[src/sv/tkst_pkg.sv]
// Package for the top-k score table: item types, entry layout, sequencer states.
// No dependencies; top_k_score_table.sv and tkst_seq.sv refer to it by scoped names.
`timescale 1ns / 1ps

package tkst_pkg;

    localparam int TABLE_DEPTH_DEF = 10;
    localparam int SCORE_W         = 16;
    localparam int TAG_W           = 8;
    localparam int RANK_W          = 4;
    localparam int COUNT_OUT_W     = 4;
    localparam int ENTRY_W         = SCORE_W + TAG_W;

    localparam logic REQ_INSERT = 1'b0;
    localparam logic REQ_READ   = 1'b1;

    typedef struct packed {
        logic               req_type;
        logic [SCORE_W-1:0] new_score;
        logic [TAG_W-1:0]   player_tag;
        logic [RANK_W-1:0]  read_rank;
    } in_item_t;

    typedef struct packed {
        logic                   accepted;
        logic                   entry_valid;
        logic [SCORE_W-1:0]     score_out;
        logic [TAG_W-1:0]       tag_out;
        logic [COUNT_OUT_W-1:0] entry_count;
    } out_item_t;

    typedef struct packed {
        logic [SCORE_W-1:0] score;
        logic [TAG_W-1:0]   tag;
    } entry_t;

    typedef enum logic [2:0] {
        S_IDLE,
        S_FULL_CHK,
        S_SCAN,
        S_PUT,
        S_RD_DATA,
        S_DONE
    } seq_state_t;

endpackage

[src/sv/top_k_score_table.sv]
// Top-k score table. A read passes through S_RD_DATA, S_DONE and the output register
// to m_valid; a read whose rank lies past the entry count skips S_RD_DATA. On an insert,
// the sequencer compares and shifts one entry per cycle through the table RAM
// (one write port, one registered read port), from the bottom upward. One item is in
// work at a time; the output register lets the next item start while a result waits.
// Reset empties the table.
`timescale 1ns / 1ps

module top_k_score_table #(
    parameter int TABLE_DEPTH = tkst_pkg::TABLE_DEPTH_DEF
) (
    input  logic                aclk,
    input  logic                aresetn,
    input  logic                s_valid,
    output logic                s_ready,
    input  tkst_pkg::in_item_t  s_data,
    output logic                m_valid,
    input  logic                m_ready,
    output tkst_pkg::out_item_t m_data
);

    logic                res_valid;
    logic                res_ready;
    tkst_pkg::out_item_t res_item;

    logic                out_valid_reg, out_valid_next;
    tkst_pkg::out_item_t out_data_reg, out_data_next;

    tkst_seq #(
        .TABLE_DEPTH(TABLE_DEPTH)
    ) u_seq (
        .aclk     (aclk),
        .aresetn  (aresetn),
        .in_valid (s_valid),
        .in_ready (s_ready),
        .in_item  (s_data),
        .res_valid(res_valid),
        .res_ready(res_ready),
        .res_item (res_item)
    );

    assign res_ready = !out_valid_reg || m_ready;

    always_comb begin
        out_valid_next = out_valid_reg;
        out_data_next  = out_data_reg;
        if (res_ready) begin
            out_valid_next = res_valid;
            if (res_valid) begin
                out_data_next = res_item;
            end
        end
    end

    always_ff @(posedge aclk) begin
        if (!aresetn) begin
            out_valid_reg <= 1'b0;
        end else begin
            out_valid_reg <= out_valid_next;
        end
        out_data_reg <= out_data_next;
    end

    assign m_valid = out_valid_reg;
    assign m_data  = out_data_reg;

endmodule

[src/sv/tkst_ram.sv]
// Generic single-write, single-read RAM with a registered read port.
// Depends on nothing.
`timescale 1ns / 1ps

module tkst_ram #(
    parameter int WIDTH  = 24,
    parameter int DEPTH  = 10,
    parameter int ADDR_W = (DEPTH > 1) ? $clog2(DEPTH) : 1
) (
    input  logic              aclk,
    input  logic              wr_en,
    input  logic [ADDR_W-1:0] wr_addr,
    input  logic [WIDTH-1:0]  wr_data,
    input  logic [ADDR_W-1:0] rd_addr,
    output logic [WIDTH-1:0]  rd_data
);

    logic [WIDTH-1:0] mem_reg [DEPTH];
    logic [WIDTH-1:0] rd_data_reg;

    always_ff @(posedge aclk) begin
        if (wr_en) begin
            mem_reg[wr_addr] <= wr_data;
        end
        rd_data_reg <= mem_reg[rd_addr];
    end

    assign rd_data = rd_data_reg;

endmodule

[src/sv/tkst_seq.sv]
// Sequencer of the top-k score table: walks the table upward from the bottom,
// one compare and one shifted entry per cycle, through tkst_ram. Uses tkst_pkg.
`timescale 1ns / 1ps

module tkst_seq #(
    parameter int TABLE_DEPTH = tkst_pkg::TABLE_DEPTH_DEF
) (
    input  logic                aclk,
    input  logic                aresetn,
    input  logic                in_valid,
    output logic                in_ready,
    input  tkst_pkg::in_item_t  in_item,
    output logic                res_valid,
    input  logic                res_ready,
    output tkst_pkg::out_item_t res_item
);

    localparam int ADDR_W = (TABLE_DEPTH > 1) ? $clog2(TABLE_DEPTH) : 1;
    localparam int CNT_W  = $clog2(TABLE_DEPTH + 1);
    localparam int CMP_W  = (tkst_pkg::RANK_W > CNT_W) ? tkst_pkg::RANK_W : CNT_W;
    localparam logic [ADDR_W-1:0] LAST_ADDR = ADDR_W'(TABLE_DEPTH - 1);

    tkst_pkg::seq_state_t state_reg, state_next;
    tkst_pkg::in_item_t   item_reg, item_next;
    tkst_pkg::out_item_t  res_reg, res_next;
    logic [CNT_W-1:0]     count_reg, count_next;
    logic [ADDR_W-1:0]    pos_reg, pos_next;

    logic                 wr_en;
    logic [ADDR_W-1:0]    wr_addr;
    tkst_pkg::entry_t     wr_data;
    logic [ADDR_W-1:0]    rd_addr;
    tkst_pkg::entry_t     rd_data;

    logic                 full;
    logic                 rank_ok;
    tkst_pkg::entry_t     new_entry;
    logic [CNT_W-1:0]     count_after_ins;

    tkst_ram #(
        .WIDTH (tkst_pkg::ENTRY_W),
        .DEPTH (TABLE_DEPTH),
        .ADDR_W(ADDR_W)
    ) u_ram (
        .aclk   (aclk),
        .wr_en  (wr_en),
        .wr_addr(wr_addr),
        .wr_data(wr_data),
        .rd_addr(rd_addr),
        .rd_data(rd_data)
    );

    assign full            = (count_reg == CNT_W'(TABLE_DEPTH));
    assign rank_ok         = (CMP_W'(in_item.read_rank) < CMP_W'(count_reg));
    assign new_entry.score = item_reg.new_score;
    assign new_entry.tag   = item_reg.player_tag;
    assign count_after_ins = full ? count_reg : count_reg + 1'b1;

    // No item is taken while reset is held.
    assign in_ready  = aresetn && (state_reg == tkst_pkg::S_IDLE);
    assign res_valid = (state_reg == tkst_pkg::S_DONE);
    assign res_item  = res_reg;

    always_ff @(posedge aclk) begin
        if (!aresetn) begin
            state_reg <= tkst_pkg::S_IDLE;
            count_reg <= '0;
        end else begin
            state_reg <= state_next;
            count_reg <= count_next;
        end
        item_reg <= item_next;
        res_reg  <= res_next;
        pos_reg  <= pos_next;
    end

    always_comb begin
        state_next = state_reg;
        item_next  = item_reg;
        res_next   = res_reg;
        count_next = count_reg;
        pos_next   = pos_reg;
        wr_en      = 1'b0;
        wr_addr    = pos_reg;
        wr_data    = new_entry;
        rd_addr    = pos_reg - 1'b1;

        case (state_reg)
            tkst_pkg::S_IDLE: begin
                if (in_valid) begin
                    item_next = in_item;
                    res_next  = '0;
                    res_next.entry_count = tkst_pkg::COUNT_OUT_W'(count_reg);
                    if (in_item.req_type == tkst_pkg::REQ_READ) begin
                        rd_addr = ADDR_W'(in_item.read_rank);
                        if (rank_ok) begin
                            state_next = tkst_pkg::S_RD_DATA;
                        end else begin
                            state_next = tkst_pkg::S_DONE;
                        end
                    end else if (full) begin
                        // The bottom entry decides whether the item gets in at all.
                        rd_addr    = LAST_ADDR;
                        state_next = tkst_pkg::S_FULL_CHK;
                    end else begin
                        pos_next   = ADDR_W'(count_reg);
                        rd_addr    = ADDR_W'(count_reg) - 1'b1;
                        state_next = (count_reg == '0) ? tkst_pkg::S_PUT : tkst_pkg::S_SCAN;
                    end
                end
            end

            tkst_pkg::S_FULL_CHK: begin
                if (rd_data.score < item_reg.new_score) begin
                    // The bottom entry is dropped; shifting starts one rank above it.
                    pos_next   = LAST_ADDR;
                    rd_addr    = LAST_ADDR - 1'b1;
                    state_next = (LAST_ADDR == '0) ? tkst_pkg::S_PUT : tkst_pkg::S_SCAN;
                end else begin
                    state_next = tkst_pkg::S_DONE;
                end
            end

            tkst_pkg::S_SCAN: begin
                wr_en = 1'b1;
                if (rd_data.score >= item_reg.new_score) begin
                    // Equal scores stay above, so ties keep their arrival order.
                    count_next           = count_after_ins;
                    res_next.accepted    = 1'b1;
                    res_next.entry_count = tkst_pkg::COUNT_OUT_W'(count_after_ins);
                    state_next           = tkst_pkg::S_DONE;
                end else begin
                    wr_data  = rd_data;
                    pos_next = pos_reg - 1'b1;
                    rd_addr  = pos_reg - 2'd2;
                    if (pos_reg == ADDR_W'(1)) begin
                        state_next = tkst_pkg::S_PUT;
                    end
                end
            end

            tkst_pkg::S_PUT: begin
                wr_en                = 1'b1;
                count_next           = count_after_ins;
                res_next.accepted    = 1'b1;
                res_next.entry_count = tkst_pkg::COUNT_OUT_W'(count_after_ins);
                state_next           = tkst_pkg::S_DONE;
            end

            tkst_pkg::S_RD_DATA: begin
                res_next.entry_valid = 1'b1;
                res_next.score_out   = rd_data.score;
                res_next.tag_out     = rd_data.tag;
                state_next           = tkst_pkg::S_DONE;
            end

            tkst_pkg::S_DONE: begin
                if (res_ready) begin
                    state_next = tkst_pkg::S_IDLE;
                end
            end

            default: begin
                state_next = tkst_pkg::S_IDLE;
            end
        endcase
    end

endmodule
[config.mk]
export PLATFORM = sky130hd
export DESIGN_NAME = top_k_score_table
export DESIGN_NICKNAME = d
export VERILOG_FILES = /design/src/sv/tkst_pkg.sv /design/src/sv/top_k_score_table.sv /design/src/sv/tkst_ram.sv /design/src/sv/tkst_seq.sv
export SDC_FILE = /design/constraint.sdc
export NUM_CORES = 1
export LEC_CHECK = 0
export ABC_CLOCK_PERIOD_IN_PS = 4300
export BUFFER_PORTS_ARGS = -buffer_cell sky130_fd_sc_hd__buf_2
export CAP_MARGIN = 10
export CORE_AREA = 5 5 161 163
export CTS_CLUSTER_DIAMETER = 80
export DETAILED_ROUTE_END_ITERATION = 10
export DIE_AREA = 0 0 166 168
export HOLD_SLACK_MARGIN = 0.02
export PLACE_DENSITY = 0.78
export SYNTH_ARGS = -nofsm -noshare
export SYNTH_HDL_FRONTEND = slang
export SYNTH_HIERARCHICAL = 1
export SYNTH_SLANG_ARGS = --single-unit
export TNS_END_PERCENT = 30
[constraint.sdc]
create_clock -name aclk -period 4.3 [get_ports aclk]
set_input_delay 0.645 -clock aclk [delete_from_list [all_inputs] [get_ports aclk]]
set_output_delay 0.645 -clock aclk [all_outputs]
set_load 0.005 [all_outputs]
==> impl_metrics.json <==
{
  "rows": 57,
  "vias": 8114,
  "gp_congestion": 0.918,
  "leakage_nw": 5.85,
  "seqPwrFrac": 0.390,
  "synth_area_um2": 14600,
  "synth_fa_ha_area_frac": 0.0241,
  "p_comb_frac": 0.383,
  "intPower_mw": 8.62,
  "synth-main-ff-cell": "edfxtp_1",
  "final_nets": 1059,
  "slowest_stage": "a2111oi_1",
  "ys_ff_latch": 360,
  "switching_share": 0.350,
  "async_reset_ff_frac": 0,
  "fin_crit_sh": 0.882,
  "path_class": "reg2reg",
  "cts_made_buffers": 36,
  "ctsHtreeMaxLevel": 2,
  "timing.rr.end": "u_seq/u_ram/rd_data[13]",
  "crit_required_ns": 4.68,
  "min_path_cells": 1,
  "worstPathArrival_ns": 4.18,
  "tightest_slew_ns": 1.32,
  "hold_buffers": 0,
  "io_buffers": 64,
  "design_area_um2": 16500,
  "start_util": 0.602,
  "seq_area_frac_synth": 0.720,
  "vdd_ir_drop_max_v": 0.000426,
  "worst-path-max-fanout": 32,
  "drive_gt1_frac": 0.249,
  "crit_chain": "inv_1, ha_1, nor2b_1, o211ai_1, a2111oi_1, nor3_4, o21a_1, o21ai_4, buf_12, mux2_2, o22ai_1, o31ai_1",
  "synth_fp_nets": 970,
  "max_stage_delay_ns": 0.69,
  "drtPass1Iterations": 5,
  "max_clock_freq_mhz": 264,
  "worstHoldStart": "s_data[22]",
  "cts-root-buf": "clkbuf_16",
  "synth-simple-area-share": 0.0577,
  "endpoint_kind": "register",
  "grt_max_degree": 33,
  "die_x_um": 166,
  "p_per_area_nw_per_um2": 802,
  "synth-edff-count": 328,
  "grt_use_total": 0.221,
  "area_growth_pct": 13.6,
  "min_to": "u_seq/item_reg[22]",
  "grt_pass1_vias": 8103,
  "die-area_um2": 27900,
  "period_minus_slack_ns": 3.79,
  "post-cts-setup-buffers": 0,
  "p_clk_frac": 0.228,
  "synth-xor-area-share": 0.00241,
  "ys_warn_count": 6,
  "status": "finished clean",
  "cts.sinks": 360,
  "synth-compound-area-share": 0.0723,
  "gr-total-overflow": 0,
  "post_cts_resized": 0,
  "wirelength_um": 31300,
  "drtAntennaViolNets": 0,
  "cts_tree": "yes",
  "drc": 0,
  "finalSetupViolCount": 0,
  "place_hpwl_um": 18700,
  "layout_common_cells": "328 x edfxtp_1, 79 x mux2_2, 64 x buf_2, 53 x mux2i_1, 50 x nand2_1",
  "synthCells": 909,
  "drtIter0Drc": 745,
  "cts.path.max_buffers": 3,
  "hold_viol": 0,
  "synth_top_family_by_area": "multiplexers",
  "slew_headroom": 0.114,
  "ys_types": 58,
  "insertion_delay_ns": 0.52,
  "rsz0062_at_grt": "false",
  "avgSynthCellArea_um2": 16.0,
  "via_per_inst": 6.01,
  "clock_skew_ns": 0.0167,
  "wl_per_cell_um": 23.2,
  "worst_setup_path_start_kind": "register",
  "hold_ws_ns": 0.295,
  "grt_pass1_wl_um": 47500,
  "num_antenna_cells": 0,
  "final_common_cell": "edfxtp_1",
  "grt_antenna_before_repair": 0,
  "reg2reg_from": "u_seq/u_ram/rd_data[8]",
  "setup_tns_ns": 0,
  "io_pins": 65,
  "place_area_um2": 15400,
  "worstRegToRegCells": 12,
  "worst-path-buf-inv": 2,
  "core_um2": 24200,
  "hold_class": "in2reg",
  "maxCapViolCount": 0,
  "p_sw_mw": 4.64,
  "path_clk_slew_ns": 0.06,
  "synth_mux_area_frac": 0.0991,
  "die_height_um": 168,
  "drv_slew": 0,
  "critical-path-top-delay-family": "compound AO/OA/AOI/OAI gates",
  "largest_reg_flops": 240,
  "rrSetupSlack_ns": 0.51
}
[layout make-up]
cell class / instances / area, µm²
clock buffers: 50 / 1030
clock inverters: 15 / 124
fillers: 1552 / 7630
multi-input cells: 476 / 3770
well taps: 324 / 405
flip-flops and latches: 360 / 10500
repair buffers: 90 / 603
inverters: 34 / 128
[worst max-delay path by stage]
stage | from | cells past startpoint | slack, ns | end
after floorplan | u_seq/item_reg[25] | 13 | 0.99 | u_seq/u_ram/rd_data[17]
after global placement | u_seq/item_reg[25] | 12 | 0.66 | u_seq/u_ram/rd_data[15]
after detailed placement | u_seq/item_reg[25] | 12 | 0.56 | u_seq/u_ram/rd_data[9]
after CTS | u_seq/item_reg[25] | 12 | 0.54 | u_seq/u_ram/rd_data[9]
after global routing | u_seq/item_reg[25] | 12 | 0.30 | u_seq/u_ram/rd_data[15]
final | u_seq/u_ram/rd_data[8] | 12 | 0.51 | u_seq/u_ram/rd_data[13]
[metal layers]
metal / vias up / global-route usage / part of all wire
met1: 4060 / 0.302 / 0.41
met4: 0 / 0.0577 / 0.022
li1: 3683 / - / -
met2: 317 / 0.375 / 0.50
met3: 54 / 0.0349 / 0.065
met5: - / 0 / 0
[cell usage after synthesis (all sizes together), types with 4 or more instances]
master / count / area (µm²)
ha: 28 / 350
a211oi: 4 / 35.0
inv: 33 / 124
nand3: 17 / 85.1
edfxtp: 328 / 9850
mux2i: 53 / 531
nand4: 6 / 43.8
a22o: 24 / 210
a21oi: 14 / 70.1
mux2: 81 / 912
dfxtp: 32 / 641
o22ai: 28 / 175
o31ai: 27 / 203
buf: 18 / 144
o211ai: 4 / 30.0
nor3: 12 / 76.3
nand2: 51 / 199
and2: 26 / 165
nor2b: 6 / 37.5
o21ai: 29 / 179
clkbuf: 21 / 78.8
nor2: 29 / 116
nand2b: 5 / 38.8
[power groups by stage]
stage	Clock (mW)	Sequential [mW]	Combinational, mW
2_1_floorplan	0	5.07	3.58
3_3_place_gp	0	5.20	4.88
3_5_place_dp	0	5.23	4.99
4_1_cts	3.07	5.16	5.06
5_1_grt	3.23	5.22	5.43
6_report	3.02	5.17	5.08
[per-stage QoR]
stage | worst slack (ns) | instances | utilization | total power [mW]
detailed placement | 0.563 | 1284 | 0.637 | 10.2
global route | 0.300 | 1349 | 0.684 | 13.9
floorplan | 0.992 | 909 | - | 8.64
finish | 0.506 | 1349 | 0.684 | 13.3
global placement | 0.661 | 1284 | 0.637 | 10.1
CTS | 0.541 | 1349 | 0.684 | 13.3
[logic make-up after synthesis]
group	after synthesis
xor gates and xnor gates	4
buffers and inverters	73
and+or+nand+nor	162
muxes	134
adders and majority gates	28
AOI/OAI and AO/OA	148
DFF	360
Power figures use the tool's default switching activity.
